--- config.mk ---
export PLATFORM = sky130hd
export DESIGN_NAME = vccb_ctrl
export DESIGN_NICKNAME = d
export VERILOG_FILES = /design/src/hw/rtl/vccb_pkg.sv /design/src/hw/rtl/vccb_ctrl.sv
export SDC_FILE = /design/constraint.sdc
export NUM_CORES = 1
export LEC_CHECK = 0
export BUFFER_PORTS_ARGS = -buffer_cell sky130_fd_sc_hd__buf_2
export CORE_MARGIN = 2
export CORE_UTILIZATION = 23
export CTS_BUF_LIST = sky130_fd_sc_hd__clkbuf_16
export DETAILED_ROUTE_END_ITERATION = 10
export PLACE_DENSITY_LB_ADDON = 0.3
export RECOVER_POWER = 100
export SYNTH_ARGS = -nofsm -noshare
export SYNTH_HDL_FRONTEND = slang
export SYNTH_SLANG_ARGS = --single-unit
--- constraint.sdc ---
create_clock -name clock -period 1.8 [get_ports clock]
set_clock_uncertainty 0.2 [all_clocks]
set_input_delay 0.45 -clock clock [delete_from_list [all_inputs] [get_ports clock]]
set_output_delay 0.45 -clock clock [all_outputs]
set_load 0.005 [all_outputs]
--- src/hw/rtl/vccb_pkg.sv ---
// Shared types and constants of the voxel cluster centroid and box block.
package vccb_pkg;

   localparam int COORD_W  = 14;
   localparam int BOUND_W  = 15;
   localparam int WINLEN_W = 14;
   localparam int MATCH_W  = 11;
   localparam int REQ_DATA_W = 152;
   localparam int RSP_DATA_W = 144;

   typedef enum logic [1:0] {
      KIND_ADD    = 2'd0,
      KIND_REGION = 2'd1,
      KIND_WINDOW = 2'd2,
      KIND_CLEAR  = 2'd3
   } kind_type;

   typedef enum logic [1:0] {
      STATUS_OK      = 2'd0,
      STATUS_NOMATCH = 2'd1,
      STATUS_FULL    = 2'd2
   } status_type;

   // Commands from the controller to the datapath.
   typedef struct packed {
      logic load;
      logic update;
      logic scan_run;
      logic div_start;
      logic div_run;
      logic out_load;
   } cmd_type;

   // Status from the datapath to the controller.
   typedef struct packed {
      logic     store_empty;
      logic     scan_last;
      logic     count_zero;
      logic     div_done;
   } sts_type;

endpackage

--- src/hw/rtl/vccb_ctrl.sv ---
// Controller state machine that sequences updates, scans, division and results.
module vccb_ctrl (
   input  logic              clock,
   input  logic              reset,
   input  logic              req_tvalid,
   output logic              req_tready,
   input  logic [1:0]        req_tuser,
   output logic              rsp_tvalid,
   input  logic              rsp_tready,
   output vccb_pkg::cmd_type cmd,
   input  vccb_pkg::sts_type sts
);
   import vccb_pkg::*;

   typedef enum logic [6:0] {
      ST_IDLE    = 7'b0000001,
      ST_UPDATE  = 7'b0000010,
      ST_SCAN    = 7'b0000100,
      ST_DRAIN   = 7'b0001000,
      ST_DIVLOAD = 7'b0010000,
      ST_DIVIDE  = 7'b0100000,
      ST_EMIT    = 7'b1000000
   } state_type;

   state_type state_ff, state_in;
   logic      rsp_valid_ff, rsp_valid_in;
   logic      accept;
   logic      out_free;
   kind_type  req_kind;

   assign req_kind   = kind_type'(req_tuser);
   assign req_tready = (state_ff == ST_IDLE);
   assign accept     = req_tvalid && req_tready;
   assign out_free   = !rsp_valid_ff || rsp_tready;
   assign rsp_tvalid = rsp_valid_ff;

   // Next state and commands.
   always_comb begin
      state_in = state_ff;
      cmd      = '0;
      case (state_ff)
         ST_IDLE: begin
            if (accept) begin
               cmd.load = 1'b1;
               if (req_kind == KIND_ADD || req_kind == KIND_CLEAR) begin
                  state_in = ST_UPDATE;
               end else if (sts.store_empty) begin
                  state_in = ST_EMIT;
               end else begin
                  state_in = ST_SCAN;
               end
            end
         end
         ST_UPDATE: begin
            cmd.update = 1'b1;
            state_in   = ST_EMIT;
         end
         ST_SCAN: begin
            cmd.scan_run = 1'b1;
            if (sts.scan_last) begin
               state_in = ST_DRAIN;
            end
         end
         ST_DRAIN: begin
            state_in = ST_DIVLOAD;
         end
         ST_DIVLOAD: begin
            if (sts.count_zero) begin
               state_in = ST_EMIT;
            end else begin
               cmd.div_start = 1'b1;
               state_in      = ST_DIVIDE;
            end
         end
         ST_DIVIDE: begin
            cmd.div_run = 1'b1;
            if (sts.div_done) begin
               state_in = ST_EMIT;
            end
         end
         ST_EMIT: begin
            if (out_free) begin
               cmd.out_load = 1'b1;
               state_in     = ST_IDLE;
            end
         end
         default: begin
            state_in = ST_IDLE;
         end
      endcase
   end

   // Result valid flag: set when the output register loads, cleared when taken.
   always_comb begin
      rsp_valid_in = rsp_valid_ff;
      if (rsp_tready) begin
         rsp_valid_in = 1'b0;
      end
      if (cmd.out_load) begin
         rsp_valid_in = 1'b1;
      end
   end

   always_ff @(posedge clock) begin
      if (reset) begin
         state_ff     <= ST_IDLE;
         rsp_valid_ff <= 1'b0;
      end else begin
         state_ff     <= state_in;
         rsp_valid_ff <= rsp_valid_in;
      end
   end

`ifndef SYNTHESIS
   a_out_load_free : assert property (@(posedge clock) disable iff (reset)
      cmd.out_load |-> out_free)
      else $error("result register loaded while a result was still waiting");
   a_accept_leaves_idle : assert property (@(posedge clock) disable iff (reset)
      accept |=> state_ff != ST_IDLE)
      else $error("controller stayed idle after accepting an item");
   a_scan_nonempty : assert property (@(posedge clock) disable iff (reset)
      state_ff == ST_SCAN |-> !sts.store_empty)
      else $error("scan running over an empty store");
`endif

endmodule

# Word-level counts from Yosys, hierarchy flattened
# Index checks and enable logic that the tools add are counted.
[word_totals]
ff_bits = 8
in_bits = 10
out_inout_bits = 8
[classes]
n_eq_ne = 12
n_mux = 19
reduce_logical = 7
[ops]
columns = ["cell", "n"]
rows = [
  ["$mux 7", 7],
  ["$pmux 7 s7", 1],
  ["$mux 1", 11],
  ["$eq 7x1->1 const B", 1],
  ["$eq 7x2->1 const B", 1],
  ["$eq 7x3->1 const B", 1],
  ["$eq 7x4->1 const B", 1],
  ["$eq 7x5->1 const B", 1],
  ["$eq 7x6->1 const B", 1],
  ["$eq 7x7->1 const B", 1],
  ["$ne 2x2->1 const B", 3],
  ["$reduce_and 4->1", 1],
  ["$eq 2x2->1 const B", 1],
  ["$logic_not 2->1", 1],
  ["$logic_or 1x1->1", 2],
  ["$ne 2x1->1 const B", 1],
  ["$reduce_bool 2->1", 1],
  ["$logic_and 1x1->1", 1],
  ["$logic_not 1->1", 1],
]

# Longest topological paths before layout
# Gate-level depths: netlist of run 1.
[logic_depth]
depth_word = 5
mapped_depth = 5
mapped_depth_nobuf = 4

# Worst setup path before layout of run 1
# No wires, ideal clock.
[synth_path]
path_kind = "register -> output"
from = "register state_ff[4]"
to = "output port cmd[2] (netlist bit)"
arrival_time_ps = 983
slack_ps = 167
stages_incl_launch_ff = 5
path_buffers = 1
path_cell_list = "dfxtp_1 -> buf_2 -> nor4b_1 -> nand2_1 -> nor2_1"
[synth_lines]
columns = ["item", "line_no", "rtl"]
rows = [
  ["from (decl)", "vccb_ctrl.sv:25", "state_type state_ff, state_in;"],
  ["from (signal assigned)", "vccb_ctrl.sv:109", "state_ff <= state_in;"],
  ["to (decl)", "vccb_ctrl.sv:10", "output vccb_pkg::cmd_type cmd,"],
]

==> results of run 1 <==
-- how the worst min path moves through the flow --
stage / slack [ns] / endpoint / start
2_1_floorplan: 0.32 / rsp_tvalid / reset
3_3_place_gp: 0.39 / state_ff[4] / state_ff[3]
3_5_place_dp: 0.39 / state_ff[4] / state_ff[3]
4_1_cts: 0.26 / state_ff[5] / reset
5_1_grt: 0.29 / state_ff[2] / reset
6_report: 0.26 / state_ff[5] / reset
-- power by group through the flow --
stage / Combinational [mW] / Clock [mW] / Sequential [mW]
2_1_floorplan: 0.0771 / 0 / 0.199
3_3_place_gp: 0.136 / 0 / 0.200
3_5_place_dp: 0.136 / 0 / 0.201
4_1_cts: 0.159 / 0.383 / 0.206
5_1_grt: 0.186 / 0.399 / 0.208
6_report: 0.170 / 0.378 / 0.207
-- sequential cells by signal (all words and copies together) (netlist names) --
signal	flops
state_ff	7
rsp_tvalid	1
-- cells in the final DEF, fill, tap and decap left out, drive strengths merged, types with 3 or more instances in the layout --
cell type / n
nor3: 4
dfxtp: 8
inv: 4
nand3: 4
buf: 29
clkbuf: 6
nor2b: 3
nor2: 10
-- metal layers --
metal	global-route usage, %	vias up
li1	-	307
met2	21.0	19
met4	10.3	0
met1	16.0	288
met5	0	-
met3	3.39	4
-- worst register-to-register path, delay by kind of cell, from the launching register on --
| family | cells | cell delay [ns] |
|---|---|---|
| flip-flops | 1 | 0.35 |
| AND/OR/NAND/NOR | 2 | 0.44 |
| AO/OA/AOI/OAI | 2 | 0.31 |
| buffers and inverters | 2 | 0.30 |
-- final cells by class --
| class | count | share of cell area [%] |
|---|---|---|
| well taps | 28 | 3.84 |
| flip-flops and latches | 8 | 19.1 |
| clock buffers | 3 | 8.23 |
| inverters | 4 | 1.65 |
| repair buffers | 32 | 22.6 |
| multi-input cells | 51 | 44.6 |
-- timing repair --
action                     in CTS  in global routing
gates resized for setup        22                  1
hold buffers                    0                  0
setup endpoints to repair       7                  8
pin swaps                       6                  4
buffers inserted                4                  4
-- cell families after synthesis --
logic type	after synthesis	share of synthesized area, %
AOI/OAI and AO/OA	13	18.7
and+or+nand+nor	35	40.3
DFF	8	28.5
xor gates and xnor gates	3	4.68
buffers and inverters	8	7.79
==> impl_metrics.tcl, run 1 <==
set metrics [dict create \
    slowest_delay_ns 0.37 \
    wl_met3_um 128 \
    relSlewSlack_pct 78.7 \
    worst_slew_pin_slew_ns 0.318 \
    ir_drop_uv 508 \
    final_util_pct 40.5 \
    hold_depth 2 \
    area_growth_pct 62.4 \
    grtUsageTotal_pct 13.6 \
    criticalPathCategory "register to output port" \
    crit_path_end_kind "output port" \
    drt-met1-wl_um 715 \
    die-area_um2 2850 \
    arrival_ns 1.22 \
    core_area_um2 2250 \
    syn_inst 67 \
    nNetsFinal 110 \
    setup-violations-final 6 \
    ys_top_cells_by_count "nor2_1 (10), dfxtp_1 (8), inv_1 (4)" \
    rsz0062_at_grt "true" \
    comb_power_share_pct 22.5 \
    cp_top_family "simple AND/OR/NAND/NOR gates" \
    synth_top_area_share_pct 28.5 \
    crit_cells 4 \
    power.share.clock_pct 50.1 \
    post-route-drc-count 0 \
    pin_count 18 \
    synth_area_um2 562 \
    seqPwrFrac_pct 27.4 \
    rrSetupSlack_ns 0.08 \
    cts_buffers 3 \
    synth-main-ff-cell "dfxtp_1" \
    rr_endpoint "state_ff[6]" \
    ys_async_sr_fraction_pct 0 \
    ys_seq_elements 8 \
    cp-start-kind "register" \
    ys_warn_count 0 \
    required_ns 1.15 \
    grt_pass1_vias 566 \
    cts_tree "yes" \
    finalMaxSlewViolations 0 \
    hold_violations 0 \
    fin_crit_sh_pct 104 \
    die_h_um 53.4 \
    path_clk_slew_ns 0.04 \
    drt_wl_total_mm 1.70 \
    antenna_found_initial 0 \
    synth.most_common_cell "nor2_1" \
    grt_pass1_wl_mm 2.61 \
    cts.htree.levels 1 \
    synth_edf_count 0 \
    drv_cap 0 \
    dp_cells 115 \
    max_freq_ghz 0.536 \
    place_hpwl_mm 1.21 \
    clockRootBuffer "clkbuf_16" \
    synth.top_cells.by_area "dfxtp_1 (29%), nor2_1 (6.7%), o32a_1 (3.6%)" \
    tns_ns -0.209 \
    num_rows 17 \
    ys_seq_area_share_pct 28.5 \
    layout.filler_cells 250 \
    worst-path-buf-inv 1 \
    clock_path_buffers 2 \
    cts_sinks 8 \
    design_area_um2 912 \
    via_count 618 \
    p_int_uw 572 \
    violations "negative setup slack" \
    synth_top_area_cell "dfxtp_1" \
    crit_start "state_ff[2]" \
    clk_latency_ns 0.23 \
    p_sw_share_pct 24.3 \
    crit_chain "nor4b_4, nand2_1, nor2_1, buf_2" \
    status "finished with violations" \
    timing.rr.start "state_ff[6]" \
    start_util_pct 24.9 \
    ant_nets 0 \
    crit_slowest_cell "dfxtp_4" \
    first_pass_iters 4 \
    port_buffers 17 \
    timing.hold.ws_ns 0.262 \
    die_x_um 53.4 \
    finalCriticalPeriod_ns 1.87 \
    seq_area_um2 174 \
    power.total_uw 756 \
    crit_fanout 5 \
    min_path_type "input port to register" \
    powerDensity_nw_per_um2 829 \
    wl_per_cell_um 13.5 \
    synth_cell_types 36 \
    route.met2.wl_um 808 \
    place_area_um2 706 \
    worstRegToRegCells 6 \
    setup_slack_ns -0.0666 \
    antenna_cells 0 \
    crit_end "cmd[2]" \
    leakage_nw 0.397 \
    place_ws_ns 0.0630 \
    syn_avg_cell_area_um2 8.38 \
    grt_max_degree 9 \
    stdcell_count 126 \
    synth_nets 77 \
    gp_congestion 0.765 \
    multi_input_area_um2 407 \
    dr.max_layer_used "met4" \
    gr-total-overflow 0 \
    drive_gt1_share_pct 55.1 \
    via_per_inst 4.90 \
    power_switching_uw 184 \
    drt_iter0_drc 15 \
]
Power figures use the tool's default switching activity.
==> run 2, diff against run 1 <==
==> constraint.sdc (replaced) <==
create_clock -name clock -period 1.8 [get_ports clock]
set_clock_uncertainty 0.2 [all_clocks]
set_input_delay 0.09 -clock clock [delete_from_list [all_inputs] [get_ports clock]]
set_output_delay 0.09 -clock clock [all_outputs]
set_load 0.005 [all_outputs]
==> impl_metrics.tcl, run 2 (synthesis results as in run 1) <==
set metrics [dict create \
    ir_drop_uv 613 \
    drt_wl_total_mm 1.48 \
    max_freq_ghz 0.609 \
    pin_count 18 \
    crit_path_end_kind "output port" \
    cts_tree "yes" \
    first_pass_iters 4 \
    hold_violations 0 \
    antenna_found_initial 0 \
    nNetsFinal 101 \
    setup_slack_ns 0.157 \
    path_clk_slew_ns 0.04 \
    grt_max_degree 9 \
    crit_start "state_ff[4]" \
    grtUsageTotal_pct 11.4 \
    criticalPathCategory "register to output port" \
    drt_iter0_drc 18 \
    die-area_um2 2850 \
    status "complete, no violations" \
    setup-violations-final 0 \
    design_area_um2 791 \
    worst_slew_pin_slew_ns 0.382 \
    start_util_pct 24.9 \
    finalMaxSlewViolations 0 \
    finalCriticalPeriod_ns 1.64 \
    arrival_ns 1.35 \
    cp-start-kind "register" \
    place_area_um2 661 \
    post-route-drc-count 0 \
    grt_pass1_vias 526 \
    clockRootBuffer "clkbuf_16" \
    fin_crit_sh_pct 91.3 \
    post_cts_buffers 0 \
    clk_latency_ns 0.23 \
    final_common_cell "buf_2" \
    most-common-layout-cells "buf_2 (13), nor2_1 (10), dfxtp_1 (8), dlygate4sd3_1 (5)" \
    grt_pass1_wl_mm 2.21 \
    via_count 585 \
    cts_sinks 8 \
    required_ns 1.51 \
    cts.htree.levels 1 \
    drive_gt1_share_pct 27.0 \
    relSlewSlack_pct 74.2 \
    ant_nets 0 \
    tns_ns 0 \
    leakage_nw 0.324 \
    area_growth_pct 40.8 \
    cts_buffers 3 \
    num_rows 17 \
    drv_cap 0 \
    gp_congestion 0.823 \
    port_buffers 17 \
    rsz0062_at_grt "false" \
    core_area_um2 2250 \
    die_h_um 53.4 \
    powerDensity_nw_per_um2 890 \
    min_path_type "input port to register" \
    crit_fanout 8 \
    die_x_um 53.4 \
    timing.rr.start "state_ff[1]" \
    power.total_uw 704 \
    clock_path_buffers 2 \
    wl_per_cell_um 12.6 \
    final_util_pct 35.1 \
    place_ws_ns 0.0853 \
    via_per_inst 5.00 \
    min_from "req_tuser[0]" \
    place_hpwl_mm 1.14 \
    gr-total-overflow 0 \
    antenna_cells 0 \
    largest_reg_flops 7 \
    layout.filler_cells 248 \
    largest-register "state_ff" \
]
-- run 2: layout make-up --
cell class | instances | area, um^2 | share of cell area (%)
flip-flops and latches | 8 | 160 | 20.3
well taps | 28 | 35.0 | 4.43
clock buffers | 3 | 75.1 | 9.49
repair buffers | 23 | 138 | 17.4
inverters | 4 | 15.0 | 1.90
multi-input cells | 51 | 368 | 46.5
-- run 2: path summary, 6_finish.rpt --
check	endpoint	slack (ns)	cells past startpoint
worst max-delay path	cmd[2]	0.16	4
worst min-delay path	state_ff[1]	0.01	3
worst max register to register	state_ff[6]	0.17	4
worst min register to register	state_ff[4]	0.42	2
-- run 2: layer usage --
metal	global-route usage, %	vias to the layer above	wire length (um)
met1	12.5	262	622
met2	17.9	27	700
met3	4.52	6	107
met4	7.26	0	46
li1	-	290	-
met5	0	-	0
-- run 2: repair_timing --
item | 4_1_cts | 5_1_grt
hold buffers | 5 | 0
setup endpoints to repair | 0 | 2
endpoints found under the hold margin | 5 | 0
resized for setup | 0 | 2
-- run 2: power by group --
part | leakage (nW) | internal (mW) | switching (mW) | total [mW]
clock network | 0.0370 | 0.286 | 0.0876 | 0.374
logic | 0.222 | 0.0659 | 0.0624 | 0.128
registers | 0.0650 | 0.187 | 0.0145 | 0.201
total | 0.324 | 0.539 | 0.165 | 0.704
-- run 2: worst max-delay path, cell delays in order, from the launching register on --
cell	delay, ns
dfxtp_1	0.49
nor4b_2	0.29
nand2_1	0.12
nor2_1	0.11
clkbuf_1	0.11
-- run 2: through the flow --
step / cells / hold WS [ns]
6_report: 117 / 0.0138
5_1_grt: 117 / 0.0308
4_1_cts: 117 / 0.0125
3_5_place_dp: 109 / 0.142
3_3_place_gp: 109 / 0.139
2_1_floorplan: 67 / -0.0409
==> run 3, diff against run 2 <==
- CORE_MARGIN: 2 -> 4
- clock period: 1.8 -> 2.06 ns (I/O delays scaled with it)
==> impl_metrics.tcl, run 3 (synthesis results as in run 1) <==
set metrics [dict create \
    status "finished with violations" \
    violations "negative hold slack" \
    leakage_nw 0.319 \
    wl_per_cell_um 12.1 \
    final_common_cell "buf_2" \
    area_growth_pct 35.4 \
    post_cts_buffers 0 \
    largest-register "state_ff" \
    drive_gt1_share_pct 23.9 \
    clock_path_buffers 2 \
    via_count 574 \
    first_pass_iters 4 \
    arrival_ns 1.73 \
    met3_usage_pct 2.04 \
    final_util_pct 33.4 \
    ant_nets 0 \
    clockRootBuffer "clkbuf_16" \
    grtUsageTotal_pct 9.02 \
    path_clk_slew_ns 0.04 \
    criticalPathCategory "register to register" \
    nNetsFinal 100 \
    relSlewSlack_pct 73.1 \
    cp_top_family "simple AND/OR/NAND/NOR gates" \
    largest_reg_flops 7 \
    cts.htree.levels 1 \
    max_freq_ghz 0.547 \
    use_met2_pct 14.0 \
    drv_cap 0 \
    gr-total-overflow 0 \
    required_ns 1.97 \
    drt_wl_total_mm 1.41 \
    tns_ns 0 \
    crit_slowest_cell "nor3_2" \
    grt_use_met1_pct 11.4 \
    post-route-drc-count 0 \
    grt_max_degree 9 \
    cp-start-kind "register" \
    die-area_um2 3300 \
    setup-violations-final 0 \
    crit_chain "nor3_2, nand3_1, o221ai_1, o22ai_1" \
    start_util_pct 24.7 \
    place_ws_ns 0.384 \
    seq_area_um2 160 \
    gp_congestion 0.778 \
    via_per_inst 4.95 \
    slowest_delay_ns 0.38 \
    cts_sinks 8 \
    pin_count 18 \
    drt_iter0_drc 12 \
    num_rows 17 \
    grt_pass1_wl_mm 2.30 \
    clk_latency_ns 0.23 \
    finalMaxSlewViolations 0 \
    most-common-layout-cells "buf_2 (14), nor2_1 (10), dfxtp_1 (8), dlygate4sd3_1 (5)" \
    hold_violations 1 \
    place_hpwl_mm 1.08 \
    grt_busiest_layer "met2" \
    antenna_found_initial 0 \
    timing.hold.ws_ns -0.0101 \
    min_path_type "input port to register" \
    die_x_um 57.4 \
    setup_slack_ns 0.232 \
    worst_slew_pin_slew_ns 0.397 \
    rsz0062_at_grt "false" \
    cts_tree "yes" \
    layout.filler_cells 249 \
    worst-path-buf-inv 0 \
    ir_drop_uv 404 \
    cts_buffers 3 \
    die_h_um 57.4 \
    multi_input_area_um2 344 \
    core_area_um2 2280 \
    crit_fanout 6 \
    grt_pass1_vias 540 \
    crit_path_end_kind "register" \
    fin_crit_sh_pct 88.7 \
    finalCriticalPeriod_ns 1.83 \
    antenna_cells 0 \
    powerDensity_nw_per_um2 800 \
    port_buffers 17 \
]
-- run 3: final timing paths --
kind,start,endpoint,slack [ns],cells after the start
worst min register to register,state_ff[3],state_ff[4],0.42,2
worst max-delay path,state_ff[1],state_ff[6],0.23,4
worst max register to register,state_ff[1],state_ff[6],0.23,4
worst min-delay path,sts[2],state_ff[2],-0.01,3
-- run 3: per-layer routing --
metal | up-vias | wire (um)
li1 | 289 | -
met1 | 259 | 661
met2 | 22 | 644
met3 | 4 | 73
met4 | 0 | 29
met5 | - | 0
-- run 3: power by group --
group / internal [mW] / total (mW) / leakage, nW / switching (mW)
clock: 0.251 / 0.333 / 0.0370 / 0.0818
combinational: 0.0508 / 0.102 / 0.217 / 0.0510
sequential: 0.163 / 0.174 / 0.0650 / 0.0113
-- run 3: worst register-to-register path, stage by stage (launching register included) --
cell and delay (ns):
dfxtp_1 0.37, nor3_2 0.38, nand3_1 0.25, o221ai_1 0.36, o22ai_1 0.14
-- run 3: metrics by stage --
step | cells | cell area, um^2 | total power [mW] | hold WS, ns
detailed placement | 108 | 653 | 0.276 | 0.154
global route | 116 | 761 | 0.633 | 0.00656
floorplan | 67 | 562 | 0.241 | -0.0279
CTS | 116 | 778 | 0.620 | 0.000919
global placement | 108 | 653 | 0.278 | 0.152
finish | 116 | 761 | 0.609 | -0.0101
-- run 3: area by class of cell --
| type | instances | share of cell area [%] |
|---|---|---|
| well taps | 28 | 4.61 |
| clock buffers | 3 | 9.87 |
| inverters | 4 | 1.97 |
| multi-input cells | 51 | 45.2 |
| repair buffers | 22 | 17.3 |
| flip-flops and latches | 8 | 21.1 |
-- run 3: repair_timing --
| item | in CTS | in global routing |
|---|---|---|
| hold buffers | 5 | 0 |
| hold endpoints to repair | 5 | 0 |
| gates resized for setup | 0 | 0 |
